### config.mk
export PLATFORM = sky130hd
export DESIGN_NAME = utf8_stream_validator
export DESIGN_NICKNAME = d
export VERILOG_FILES = /design/src/usv_pkg.sv /design/src/usv_decode.sv /design/src/utf8_stream_validator.sv
export SDC_FILE = /design/constraint.sdc
export NUM_CORES = 1
export LEC_CHECK = 0
export ABC_AREA = 0
export BUFFER_PORTS_ARGS = -buffer_cell sky130_fd_sc_hd__buf_2
export CORE_MARGIN = 4
export CORE_UTILIZATION = 48
export DETAILED_ROUTE_END_ITERATION = 8
export PLACE_DENSITY = 0.73
export SYNTH_ARGS = -nofsm -noshare
export SYNTH_HDL_FRONTEND = slang
export SYNTH_SLANG_ARGS = --single-unit
### constraint.sdc
create_clock -name clk_i -period 1.5 [get_ports clk_i]
set_clock_uncertainty 0.2 [all_clocks]
set_input_delay 0.225 -clock clk_i [delete_from_list [all_inputs] [get_ports clk_i]]
set_output_delay 0.225 -clock clk_i [all_outputs]
set_load 0.005 [all_outputs]
### src/usv_pkg.sv
// ----------------------------------------------------------------------------
// usv_pkg
// Shared types and byte constants for the UTF-8 stream validator.
// ----------------------------------------------------------------------------
package usv_pkg;

  // single-byte characters
  localparam logic [7:0] ByteNul   = 8'h00;
  localparam logic [7:0] ByteTab   = 8'h09;
  localparam logic [7:0] ByteLf    = 8'h0A;
  localparam logic [7:0] ByteCr    = 8'h0D;
  localparam logic [7:0] AsciiLo   = 8'h20;
  localparam logic [7:0] AsciiHi   = 8'h7F;

  // lead bytes
  localparam logic [7:0] Lead2Lo   = 8'hC2;
  localparam logic [7:0] Lead2Hi   = 8'hDF;
  localparam logic [7:0] LeadE0    = 8'hE0;
  localparam logic [7:0] LeadED    = 8'hED;
  localparam logic [7:0] Lead3Hi   = 8'hEF;
  localparam logic [7:0] LeadF0    = 8'hF0;
  localparam logic [7:0] LeadF4    = 8'hF4;

  // continuation byte bounds
  localparam logic [7:0] ContLo    = 8'h80;
  localparam logic [7:0] ContHi    = 8'hBF;
  localparam logic [7:0] Cont8FHi  = 8'h8F;
  localparam logic [7:0] Cont90Lo  = 8'h90;
  localparam logic [7:0] Cont9FHi  = 8'h9F;
  localparam logic [7:0] ContA0Lo  = 8'hA0;

  // allowed range of the next continuation byte
  typedef enum logic [2:0] {
    RC_80_BF = 3'd0,
    RC_A0_BF = 3'd1,
    RC_80_9F = 3'd2,
    RC_90_BF = 3'd3,
    RC_80_8F = 3'd4
  } range_cls_e;

  typedef struct packed {
    logic [1:0] remaining;
    range_cls_e cls;
    logic       err;
  } usv_state_t;

  localparam usv_state_t StateIdle = '{remaining: 2'd0, cls: RC_80_BF, err: 1'b0};

endpackage

### src/usv_decode.sv
// ----------------------------------------------------------------------------
// usv_decode
// Next-state and verdict logic for one byte of the UTF-8 stream.
// ----------------------------------------------------------------------------
module usv_decode import usv_pkg::*; (
  input  usv_state_t state_i,
  input  logic [7:0] data_byte_i,
  output usv_state_t state_o,
  output logic       term_o,
  output logic       verdict_o
);

  logic cont_ok;
  logic is_single;

  always_comb begin
    case (state_i.cls)
      RC_A0_BF: cont_ok = (data_byte_i >= ContA0Lo) && (data_byte_i <= ContHi);
      RC_80_9F: cont_ok = (data_byte_i >= ContLo)   && (data_byte_i <= Cont9FHi);
      RC_90_BF: cont_ok = (data_byte_i >= Cont90Lo) && (data_byte_i <= ContHi);
      RC_80_8F: cont_ok = (data_byte_i >= ContLo)   && (data_byte_i <= Cont8FHi);
      default:  cont_ok = (data_byte_i >= ContLo)   && (data_byte_i <= ContHi);
    endcase
  end

  assign is_single = (data_byte_i == ByteTab) || (data_byte_i == ByteLf) ||
                     (data_byte_i == ByteCr) ||
                     ((data_byte_i >= AsciiLo) && (data_byte_i <= AsciiHi));

  assign term_o    = (data_byte_i == ByteNul);
  assign verdict_o = !state_i.err && (state_i.remaining == 2'd0);

  always_comb begin
    state_o = state_i;
    if (term_o) begin
      state_o = StateIdle;
    end else if (state_i.err) begin
      state_o = state_i;
    end else if (state_i.remaining != 2'd0) begin
      state_o.cls = RC_80_BF;
      if (cont_ok) begin
        state_o.remaining = state_i.remaining - 2'd1;
      end else begin
        state_o.remaining = 2'd0;
        state_o.err       = 1'b1;
      end
    end else begin
      // lead byte
      state_o.cls       = RC_80_BF;
      state_o.remaining = 2'd0;
      if (is_single) begin
        state_o.remaining = 2'd0;
      end else if ((data_byte_i >= Lead2Lo) && (data_byte_i <= Lead2Hi)) begin
        state_o.remaining = 2'd1;
      end else if (data_byte_i == LeadE0) begin
        state_o.remaining = 2'd2;
        state_o.cls       = RC_A0_BF;
      end else if (data_byte_i == LeadED) begin
        state_o.remaining = 2'd2;
        state_o.cls       = RC_80_9F;
      end else if ((data_byte_i > LeadE0) && (data_byte_i <= Lead3Hi)) begin
        state_o.remaining = 2'd2;
      end else if (data_byte_i == LeadF0) begin
        state_o.remaining = 2'd3;
        state_o.cls       = RC_90_BF;
      end else if (data_byte_i == LeadF4) begin
        state_o.remaining = 2'd3;
        state_o.cls       = RC_80_8F;
      end else if ((data_byte_i > LeadF0) && (data_byte_i < LeadF4)) begin
        state_o.remaining = 2'd3;
      end else begin
        state_o.err = 1'b1;
      end
    end
  end

endmodule

### src/utf8_stream_validator.sv
// ----------------------------------------------------------------------------
// utf8_stream_validator
// Strict UTF-8 checker for a zero-terminated byte stream, one byte per beat.
// ----------------------------------------------------------------------------
// Usage:
//   input channel : data_byte_i with in_valid_i / in_stall_o, one string byte
//                   per beat; a zero byte terminates the string
//   output channel: is_valid_o with out_valid_o / out_stall_i, one beat per
//                   terminator, 1 when the string since the previous
//                   terminator (or reset) was valid UTF-8
//   non-terminator bytes produce no output beat
// Timing:
//   a byte is captured in an input register, decoded against the sequence
//   state, and the verdict of a terminator lands in the output register
//   throughput is one byte per cycle, set by the single decode stage, while
//   no untaken verdict is held back by out_stall_i
// Reset:
//   rst_ni clears the sequence state and both pipeline valid flags
// Backpressure:
//   while the output register holds an untaken verdict and out_stall_i is
//   high, the decode stage holds and in_stall_o rises once the input
//   register is full; no beat is dropped
// ----------------------------------------------------------------------------
module utf8_stream_validator import usv_pkg::*; (
  input  logic       clk_i,
  input  logic       rst_ni,
  input  logic [7:0] data_byte_i,
  input  logic       in_valid_i,
  output logic       in_stall_o,
  output logic       is_valid_o,
  output logic       out_valid_o,
  input  logic       out_stall_i
);

  logic       in_vld_q;
  logic [7:0] in_byte_q;
  usv_state_t st_q, st_d;
  logic       out_vld_q;
  logic       out_bit_q;
  logic       term;
  logic       verdict;
  logic       advance;
  logic       in_fire;

  usv_decode u_decode (
    .state_i     (st_q),
    .data_byte_i (in_byte_q),
    .state_o     (st_d),
    .term_o      (term),
    .verdict_o   (verdict)
  );

  // decode stage moves when the output register is free or draining
  assign advance    = in_vld_q && (!out_vld_q || !out_stall_i);
  assign in_stall_o = in_vld_q && !advance;
  assign in_fire    = in_valid_i && !in_stall_o;

  always_ff @(posedge clk_i or negedge rst_ni) begin
    if (!rst_ni) begin
      in_vld_q <= 1'b0;
    end else if (in_fire) begin
      in_vld_q <= 1'b1;
    end else if (advance) begin
      in_vld_q <= 1'b0;
    end
  end

  always_ff @(posedge clk_i) begin
    if (in_fire) begin
      in_byte_q <= data_byte_i;
    end
  end

  always_ff @(posedge clk_i or negedge rst_ni) begin
    if (!rst_ni) begin
      st_q <= StateIdle;
    end else if (advance) begin
      st_q <= st_d;
    end
  end

  always_ff @(posedge clk_i or negedge rst_ni) begin
    if (!rst_ni) begin
      out_vld_q <= 1'b0;
    end else if (advance && term) begin
      out_vld_q <= 1'b1;
    end else if (!out_stall_i) begin
      out_vld_q <= 1'b0;
    end
  end

  always_ff @(posedge clk_i) begin
    if (advance && term) begin
      out_bit_q <= verdict;
    end
  end

  assign out_valid_o = out_vld_q;
  assign is_valid_o  = out_bit_q;

`ifndef NO_ASSERTIONS
  // an error always abandons the open sequence
  assert property (@(posedge clk_i) disable iff (!rst_ni)
    st_q.err |-> (st_q.remaining == 2'd0))
    else $error("error flag set with continuation bytes pending");

  // narrowed ranges only follow a three- or four-byte lead
  assert property (@(posedge clk_i) disable iff (!rst_ni)
    (st_q.cls != RC_80_BF) |-> (st_q.remaining >= 2'd2))
    else $error("narrowed range class without a fresh multi-byte lead");

  // a terminator clears the state and raises a verdict beat
  assert property (@(posedge clk_i) disable iff (!rst_ni)
    (advance && term) |=> (out_valid_o && (st_q == StateIdle)))
    else $error("terminator did not yield a verdict and a cleared state");

  // a non-terminator never creates a new verdict beat
  assert property (@(posedge clk_i) disable iff (!rst_ni)
    (!out_valid_o && !(advance && term)) |=> !out_valid_o)
    else $error("verdict beat without a terminator");
`endif

endmodule

==> results of run 1 <==
sequential cells by signal, summed over array words and instances, names as in the netlist:
name         flops
in_vld_q         1
out_valid_o      1
in_byte_q        8
st_q             6
is_valid_o       1
critical path, delay by kind of cell (launching register included):
family	cells	cell delay (ns)
AOI/OAI and AO/OA	2	0.68
DFF	1	0.47
buffers and inverters	1	0.18
and+or+nand+nor	1	0.08
final timing paths:
path | depth (start not counted) | endpoint | from
min reg2reg | 2 | out_valid_o | in_vld_q
max reg2reg | 4 | st_q[0] | in_byte_q[4]
max in group asynchronous | 2 | st_q[0] | rst_ni
min | 3 | out_valid_o | out_stall_i
min in group asynchronous | 2 | st_q[3] | rst_ni
max | 4 | st_q[0] | in_byte_q[4]
synth_stat cells (all sizes together):
library cell / instances
and2b: 1
inv: 5
nand2b: 3
nand3b: 1
a211o: 1
nor2b: 2
nand3: 4
nand2: 6
nor4: 2
edfxtp: 9
nand4: 1
a21oi: 2
a31oi: 3
buf: 1
o21ai: 5
dfrtp: 8
a22o: 1
a21o: 2
nor3: 1
o22ai: 1
or2: 1
a2111oi: 1
and2: 1
xnor2: 1
nor4b: 3
nor2: 6
o21bai: 1
ha: 1
a211oi: 1
nand4bb: 1
nor3b: 2
a32o: 1
mux2: 1
through the flow:
step / area, µm² / cells
4_1_cts: 1343 / 158
2_1_floorplan: 895.9 / 80
3_5_place_dp: 1181 / 144
5_1_grt: 1435 / 163
3_3_place_gp: 1181 / 144
6_report: 1435 / 163
final cells by class:
class	count	area share (%)
Sequential cell	17	32.78
Inverter	5	1.308
Tap cell	25	2.180
Timing Repair Buffer	55	29.12
Multi-Input combinational cell	57	32.78
Clock buffer	4	1.831
power groups by stage:
stage,combinational (mW),sequential (mW),clock (mW)
5_1_grt,0.644,0.580,0.263
2_1_floorplan,0.230,0.573,0
3_5_place_dp,0.419,0.576,0
6_report,0.599,0.576,0.239
4_1_cts,0.481,0.568,0.244
3_3_place_gp,0.402,0.572,0
metal layers:
layer	vias to the layer above	GRT usage [%]	routed length, µm
li1	415	-	-
met1	395	22.01	940
met2	32	36.30	1238
met3	10	2.967	94
met4	0	12.11	93
met5	-	0	0
kinds of logic after synthesis:
logic type               after synthesis  share of synthesized area (%)
multiplexers                           1                          1.287
buffers and inverters                  6                          3.005
XOR/XNOR                               1                          1.002
flip-flops                            17                          53.79
AO/OA/AOI/OAI                         19                          15.74
AND/OR/NAND/NOR                       35                          23.75
adder cells (fa/ha/maj)                1                          1.430
repair_timing:
action / in CTS / in global routing
pin swaps: 5 / 8
endpoints found under the setup margin: 8 / 9
hold buffers: 10 / 0
endpoints found under the hold margin: 17 / 0
gates resized for setup: 9 / 14
buffers inserted: 0 / 6
==> flow_metrics.py, run 1 <==
metrics = {
    "grt": {
        "grt_pass1_wl_um": 3877,
        "antenna_found_initial": 0,
        "overflow": 0,
        "grt_usage_pct": 20.14,
        "grt_max_degree": 10,
        "grt_pass1_vias": 937,
    },
    "synth": {
        "ys_seq_area_share_pct": 53.79,
        "syn-num-nets": 93,
        "synthesis.area_um2": 874.6,
        "syn_area_per_cell_um2": 10.93,
        "synthDistinctLibCells": 36,
        "yosys.area.top_type": "edfxtp_1",
        "synth_top_area_share_pct": 30.90,
        "netlist_instances": 80,
        "yosys_warnings": 0,
        "yosys-top-cells-area": "edfxtp_1 (31%), dfrtp_1 (23%), nor4b_1 (3.0%)",
        "ys_ff_latch": 17,
    },
    "route": {
        "routed_wl_um": 2366,
        "vias": 852,
        "postRouteAntennaNets": 0,
        "wl_per_cell_um": 14.52,
        "drcViolationCount": 0,
        "drt-vias-per-instance": 5.227,
        "drtIter0Drc": 10,
        "dr.pass1.iters": 4,
    },
    "pwr": {
        "seqPwrFrac_pct": 40.7,
        "clkPwrFrac_pct": 16.9,
        "swShare_pct": 29.65,
        "power.switching_mw": 0.4193,
        "power_density_mw_per_mm2": 985.4,
        "power_mw": 1.414,
        "p_comb_share_pct": 42.4,
        "peakVddDrop_mv": 0.7576,
        "p_int_mw": 0.9949,
        "p_leak_nw": 0.6109,
    },
    "layout": {
        "drive_gt1_share_pct": 49.28,
        "multi_input_area_um2": 470.5,
        "n_fill_cell": 111,
        "nets": 152,
        "final_cell_mix": "buf_4 (27), buf_2 (14), dlygate4sd3_1 (10), edfxtp_1 (9), dfrtp_1 (8)",
        "final_common_cell": "buf_4",
        "area_growth_pct": 64.09,
        "num_antenna_cells": 0,
        "fin_util_pct": 83.12,
        "seqCellArea_um2": 470.5,
    },
    "sta": {
        "timing.slew.headroom_pct": 77.47,
        "finalHoldViolations": 0,
        "max_freq_mhz": 582.0,
        "maxSlewViolCount": 0,
        "setup_viol": 7,
        "fin_tns_setup_ns": -1.030,
        "rsz0062_at_grt": "true",
        "period_minus_slack_ns": 1.718,
        "worstMarginPinSlew_ns": 0.3371,
        "fin_ws_ns": -0.2183,
        "hold_ws_ns": 0.02073,
        "post-route-period-util_pct": 114.6,
    },
    "critical_path": {
        "crit_path_start_kind": "register",
        "crit_arrival_ns": 1.70,
        "critPathMaxFanout": 5,
        "critPathMaxStageDelay_ns": 0.47,
        "ff2ff_setup_slack_ns": -0.22,
        "setup.worst_path.end_class": "register",
        "cp.required_ns": 1.49,
        "path_cells": "buf_4, a2111oi_4, nor4_4, a211oi_2",
        "path_class": "register to register",
        "crit_slowest_cell": "edfxtp_1",
    },
    "status": {
        "outcome": "finished with violations",
        "violations": "setup timing",
    },
    "clocking": {
        "clockRootBuffer": "clkbuf_4",
        "cts.clk_slew.worst_paths_ns": 0.09,
        "cts_sinks": 17,
        "cts-buffers-inserted": 3,
        "htreeDepth": 1,
        "clockBufferDepth": 2,
        "cts_tree": "done",
        "clk_latency_ns": 0.28,
    },
    "floorplanning": {
        "die_y_um": 50.69,
        "io_pins": 15,
        "core_area_mm2": 0.001727,
        "dieArea_mm2": 0.002569,
        "initial_core_util_pct": 50.65,
        "fp.dieW_um": 50.69,
        "num_rows": 15,
    },
    "placed_design": {
        "post-place-ws_ns": -0.1995,
        "place_hpwl_um": 1554,
        "portBuffers": 14,
        "gp_congestion": 0.9096,
    },
    "hold_path": {
        "min_path_type": "primary input to register",
    },
    "flow_run": {
        "maxCapViolations": 0,
    },
}
(Power assumes the default switching activity.)
==> run 2: changes to the inputs <==
--- a/config.mk
+++ b/config.mk
@@ -6,11 +6,11 @@
 export NUM_CORES = 1
 export LEC_CHECK = 0
 export ABC_AREA = 0
-export BUFFER_PORTS_ARGS = -buffer_cell sky130_fd_sc_hd__buf_2
 export CORE_MARGIN = 4
-export CORE_UTILIZATION = 48
+export CORE_UTILIZATION = 53
 export DETAILED_ROUTE_END_ITERATION = 8
-export PLACE_DENSITY = 0.73
+export DONT_BUFFER_PORTS = 1
+export PLACE_DENSITY = 0.71
 export SYNTH_ARGS = -nofsm -noshare
 export SYNTH_HDL_FRONTEND = slang
 export SYNTH_SLANG_ARGS = --single-unit
==> constraint.sdc (replaced) <==
create_clock -name clk_i -period 1.5 [get_ports clk_i]
set_clock_uncertainty 0.2 [all_clocks]
set_input_delay 0.3 -clock clk_i [delete_from_list [all_inputs] [get_ports clk_i]]
set_output_delay 0.3 -clock clk_i [all_outputs]
set_load 0.005 [all_outputs]
==> run 2 against run 1 <==
Effect of this change: the run still ends with setup timing left; critical path type unchanged; total power fell by 1.1%; design area is 1.3% lower; register-to-register slack worse by 0.15 ns.
==> flow_metrics.py, run 2 (same netlist as run 1, synthesis figures left out) <==
metrics = {
    "route": {
        "routed_wl_um": 3532,
        "drcViolationCount": 0,
        "wl_per_cell_um": 25.05,
        "drtIter0Drc": 62,
        "postRouteAntennaNets": 0,
        "vias": 950,
        "drt-vias-per-instance": 6.738,
        "dr.pass1.iters": 4,
    },
    "sta": {
        "finalHoldViolations": 0,
        "worstMarginPinSlew_ns": 0.6163,
        "setup_viol": 11,
        "max_freq_mhz": 535.4,
        "post-route-period-util_pct": 124.5,
        "period_minus_slack_ns": 1.868,
        "maxSlewViolCount": 0,
        "fin_ws_ns": -0.3679,
        "hold_ws_ns": 0.09153,
        "timing.slew.headroom_pct": 58.33,
        "rsz0062_at_grt": "true",
    },
    "layout": {
        "seqCellArea_um2": 470.5,
        "final_cell_mix": "buf_4 (23), dlygate4sd3_1 (11), edfxtp_1 (9), dfrtp_1 (8), buf_6 (7)",
        "stdcell_count": 141,
        "drive_gt1_share_pct": 46.40,
        "nets": 139,
        "regMostFlops": "in_byte_q",
        "multi_input_area_um2": 503.0,
        "n_fill_cell": 51,
        "final_common_cell": "buf_4",
        "fin_util_pct": 91.88,
        "top_regs": "in_byte_q (8), st_q (6)",
        "num_antenna_cells": 0,
        "area_growth_pct": 61.95,
        "largest_register_ffs": 8,
    },
    "pwr": {
        "swShare_pct": 34.85,
        "power_mw": 1.399,
        "power.switching_mw": 0.4877,
        "power_density_mw_per_mm2": 987.9,
        "seqPwrFrac_pct": 41.2,
        "clkPwrFrac_pct": 20.5,
        "p_comb_share_pct": 38.3,
        "p_leak_nw": 0.5574,
        "p_int_mw": 0.9115,
        "peakVddDrop_mv": 0.8409,
    },
    "status": {
        "outcome": "finished with violations",
        "violations": "setup timing",
    },
    "clocking": {
        "cts_sinks": 17,
        "clockBufferDepth": 2,
        "clockRootBuffer": "clkbuf_4",
        "clk_latency_ns": 0.33,
        "cts-buffers-inserted": 3,
        "cts.clk_slew.worst_paths_ns": 0.12,
        "cts_tree": "done",
        "htreeDepth": 1,
    },
    "flow_run": {
        "maxCapViolations": 0,
    },
    "grt": {
        "overflow": 0,
        "grt_pass1_vias": 889,
        "grt_max_degree": 12,
        "grt_pass1_wl_um": 4436,
        "grt_usage_pct": 25.40,
        "antenna_found_initial": 0,
    },
    "hold_path": {
        "min_path_type": "primary input to register",
    },
    "floorplanning": {
        "initial_core_util_pct": 56.74,
        "io_pins": 15,
        "core_area_mm2": 0.001541,
        "die_y_um": 48.62,
        "fp.dieW_um": 48.62,
        "dieArea_mm2": 0.002364,
        "num_rows": 14,
    },
    "placed_design": {
        "portBuffers": 0,
        "post-place-ws_ns": -0.2474,
        "gp_congestion": 0.8124,
        "dpl.cell_count": 116,
        "place_hpwl_um": 1370,
    },
    "critical_path": {
        "setup.worst_path.end_class": "register",
        "cp_num_buf_inv": 1,
        "ff2ff_setup_slack_ns": -0.37,
        "crit_path_start_kind": "register",
        "path_class": "register to register",
        "critPathMaxFanout": 4,
        "crit_slowest_cell": "nor4b_1",
        "critPathTopFamily": "simple AND/OR/NAND/NOR gates",
        "cp.required_ns": 1.57,
        "path_cells": "buf_4, nand3_1, nor4b_1, a32o_1",
        "critPathMaxStageDelay_ns": 0.58,
        "crit_arrival_ns": 1.94,
    },
}
==> run 2: cell types whose count changed in the layout (fill, tap and decap cells not counted), moves of 2 or more <==
cell and change:
buf_4 -4, nand3_1 -2, nand2_2 +2, buf_6 +3, o21ai_1 -2, buf_2 -14, a21o_4 +2, nand2_1 -2
==> run 2: final timing paths <==
| path | startpoint | endpoint | cells past startpoint |
|---|---|---|---|
| min in group asynchronous | rst_ni | st_q[2] | 1 |
| min reg2reg | st_q[5] | st_q[5] | 2 |
| max | in_byte_q[7] | st_q[1] | 4 |
| min | out_stall_i | st_q[5] | 3 |
| max reg2reg | in_byte_q[7] | st_q[1] | 4 |
| max in group asynchronous | rst_ni | in_vld_q | 1 |
==> run 2: metal layers <==
layer  up-vias  wire [µm]  global-route usage (%)
li1        389          -                       -
met1       464       1275                   27.95
met2        86       1696                   42.61
met3        11        451                   6.442
met4         0        110                   16.59
met5         -          0                       0
==> run 2: layout make-up <==
| class | count | share of cell area [%] |
|---|---|---|
| Multi-Input combinational cell | 57 | 35.51 |
| Sequential cell | 17 | 33.22 |
| Timing Repair Buffer | 42 | 26.41 |
| Inverter | 5 | 1.325 |
| Clock inverter | 1 | 0.5300 |
| Clock buffer | 3 | 1.590 |
| Tap cell | 16 | 1.413 |
==> run 2: repair_timing <==
action                     CTS  global route
pin swaps                    5            13
setup endpoints to repair    8            19
hold endpoints to repair    18             0
buffers inserted             3             8
resized for setup           11            22
hold buffers                12             0
==> run 2: stage by stage <==
stage / TNS [ns] / cell area, µm²
after global routing: -3.434 / 1416
final: -2.697 / 1416
after floorplan: -0.2837 / 895.9
after detailed placement: -1.157 / 1062
after global placement: -0.9853 / 1062
after CTS: -1.057 / 1282
==> run 2: tightest hold or removal path, delay by kind of cell <==
kind,cells,cell delay (ns)
AOI/OAI and AO/OA,2,0.16
and+or+nand+nor,1,0.13
==> run 2: power by group through the flow <==
| stage | Sequential [mW] | Clock, mW | Combinational, mW |
|---|---|---|---|
| floorplan | 0.573 | 0 | 0.230 |
| global placement | 0.573 | 0 | 0.337 |
| detailed placement | 0.575 | 0 | 0.342 |
| CTS | 0.565 | 0.263 | 0.414 |
| global route | 0.578 | 0.308 | 0.574 |
| finish | 0.577 | 0.286 | 0.536 |
==> run 3: changes to the inputs <==
--- a/config.mk
+++ b/config.mk
@@ -7,10 +7,9 @@
 export LEC_CHECK = 0
 export ABC_AREA = 0
 export CORE_MARGIN = 4
-export CORE_UTILIZATION = 53
+export CORE_UTILIZATION = 30
 export DETAILED_ROUTE_END_ITERATION = 8
 export DONT_BUFFER_PORTS = 1
-export PLACE_DENSITY = 0.71
 export SYNTH_ARGS = -nofsm -noshare
 export SYNTH_HDL_FRONTEND = slang
 export SYNTH_SLANG_ARGS = --single-unit
==> run 3 against run 2 <==
Effect of this change: the run still ends with setup timing left; total power decreased by 17%; design area decreased by 12%; largest power group unchanged; hold slack got worse by 0.036 ns; register-to-register slack improved by 0.20 ns.
==> flow_metrics.py, run 3 (same netlist as run 1, synthesis figures left out) <==
metrics = {
    "route": {
        "drt-vias-per-instance": 5.131,
        "postRouteAntennaNets": 0,
        "dr.pass1.iters": 4,
        "wl_per_cell_um": 13.14,
        "drcViolationCount": 0,
        "vias": 744,
        "routed_wl_um": 1905,
        "drtIter0Drc": 32,
    },
    "floorplanning": {
        "dieArea_mm2": 0.003843,
        "core_area_mm2": 0.002781,
        "initial_core_util_pct": 31.44,
        "num_rows": 19,
        "io_pins": 15,
        "die_y_um": 62.00,
        "fp.dieW_um": 62.00,
    },
    "status": {
        "outcome": "finished with violations",
        "violations": "setup timing",
    },
    "critical_path": {
        "crit_path_start_kind": "register",
        "critPathTopFamily": "compound AO/OA/AOI/OAI gates",
        "worstSetupPathDepth": 4,
        "cp.required_ns": 1.49,
        "cp_num_buf_inv": 0,
        "path_cells": "nor4_2, nand3_1, a21o_1, a22o_1",
        "critPathMaxFanout": 6,
        "crit_arrival_ns": 1.66,
        "path_class": "register to register",
        "crit_slowest_cell": "edfxtp_1",
        "r2r_cells": 4,
        "ff2ff_setup_slack_ns": -0.17,
        "critPathMaxStageDelay_ns": 0.45,
        "setup.worst_path.end_class": "register",
    },
    "hold_path": {
        "hold_depth": 3,
        "min_path_type": "primary input to register",
    },
    "sta": {
        "worstMarginPinSlew_ns": 0.3708,
        "maxSlewViolCount": 0,
        "timing.slew.headroom_pct": 75.20,
        "finalHoldViolations": 0,
        "post-route-period-util_pct": 111.5,
        "max_freq_mhz": 598.0,
        "setup_viol": 8,
        "period_minus_slack_ns": 1.672,
        "fin_ws_ns": -0.1722,
        "rsz0062_at_grt": "true",
    },
    "pwr": {
        "power_mw": 1.165,
        "p_leak_nw": 0.4747,
        "peakVddDrop_mv": 0.7749,
        "power_density_mw_per_mm2": 935.9,
    },
    "clocking": {
        "clk_latency_ns": 0.29,
        "cts_tree": "done",
        "cts_sinks": 17,
        "cts-buffers-inserted": 3,
        "clockBufferDepth": 2,
        "cts.clk_slew.worst_paths_ns": 0.10,
        "htreeDepth": 1,
        "clockRootBuffer": "clkbuf_4",
    },
    "layout": {
        "fin_util_pct": 44.76,
        "largest_register_ffs": 8,
        "n_fill_cell": 256,
        "final_common_cell": "buf_4",
        "seqCellArea_um2": 470.5,
        "area_growth_pct": 42.35,
        "regMostFlops": "in_byte_q",
        "nets": 128,
        "final_cell_mix": "buf_4 (19), dlygate4sd3_1 (11), edfxtp_1 (9), dfrtp_1 (8), nand2_1 (6)",
        "drive_gt1_share_pct": 34.21,
        "num_antenna_cells": 0,
        "top_regs": "in_byte_q (8), st_q (6)",
        "multi_input_area_um2": 425.4,
    },
    "grt": {
        "grt_pass1_vias": 749,
        "grt_max_degree": 10,
        "overflow": 0,
        "gr-usage-met1_pct": 13.24,
        "grtUsageMet3_pct": 2.893,
        "use_met2_pct": 19.97,
        "busiest_layer": "met2",
        "antenna_found_initial": 0,
        "grt_pass1_wl_um": 3229,
        "grt_usage_pct": 11.55,
    },
    "placed_design": {
        "place_hpwl_um": 1421,
        "portBuffers": 0,
        "gp_congestion": 0.8402,
    },
    "flow_run": {
        "maxCapViolations": 0,
    },
}
-- run 3: power by group --
group	switching (mW)	internal (mW)	leakage (nW)
clock	0.140	0.104	0.0150
combinational	0.162	0.193	0.268
sequential	0.0323	0.533	0.191
-- run 3: timing repair --
action,CTS,global route
pin swaps,4,4
buffers inserted,2,1
hold buffers,12,0
setup endpoints to repair,8,14
gates resized for setup,7,6
endpoints found under the hold margin,18,0
-- run 3: worst reg2reg max path, stage by stage, from the launching register on --
cell and delay, ns:
edfxtp_1 0.45, nor4_2 0.27, nand3_1 0.15, a21o_1 0.28
a22o_1 0.23
-- run 3: final timing paths --
check / endpoint / from
min in group asynchronous: out_valid_o / rst_ni
max in group asynchronous: st_q[1] / rst_ni
min: st_q[5] / out_stall_i
max: st_q[2] / in_byte_q[5]
max reg2reg: st_q[2] / in_byte_q[5]
min reg2reg: st_q[5] / st_q[5]
-- run 3: through the flow --
| step | setup TNS [ns] | cells | instance area, µm² | hold slack (ns) | worst slack (ns) |
|---|---|---|---|---|---|
| CTS | -0.9297 | 144 | 1220 | 0.05716 | -0.1546 |
| detailed placement | -0.9669 | 127 | 1051 | -0.1954 | -0.1910 |
| finish | -0.9852 | 145 | 1245 | 0.05586 | -0.1722 |
| floorplan | -0.2837 | 80 | 895.9 | -0.1956 | -0.06804 |
| global placement | -0.9229 | 127 | 1051 | -0.1953 | -0.1792 |
| global route | -1.687 | 145 | 1245 | 0.08841 | -0.2474 |
-- run 3: per-layer routing --
| layer | vias to the layer above | wire length (µm) |
|---|---|---|
| li1 | 367 | - |
| met1 | 353 | 817 |
| met2 | 19 | 955 |
| met3 | 5 | 93 |
| met4 | 0 | 38 |
| met5 | - | 0 |
-- run 3: layout make-up --
cell class,count,area share (%)
Timing Repair Buffer,31,21.31
Inverter,5,1.508
Tap cell,31,3.116
Clock buffer,4,2.111
Multi-Input combinational cell,57,34.17
Sequential cell,17,37.79
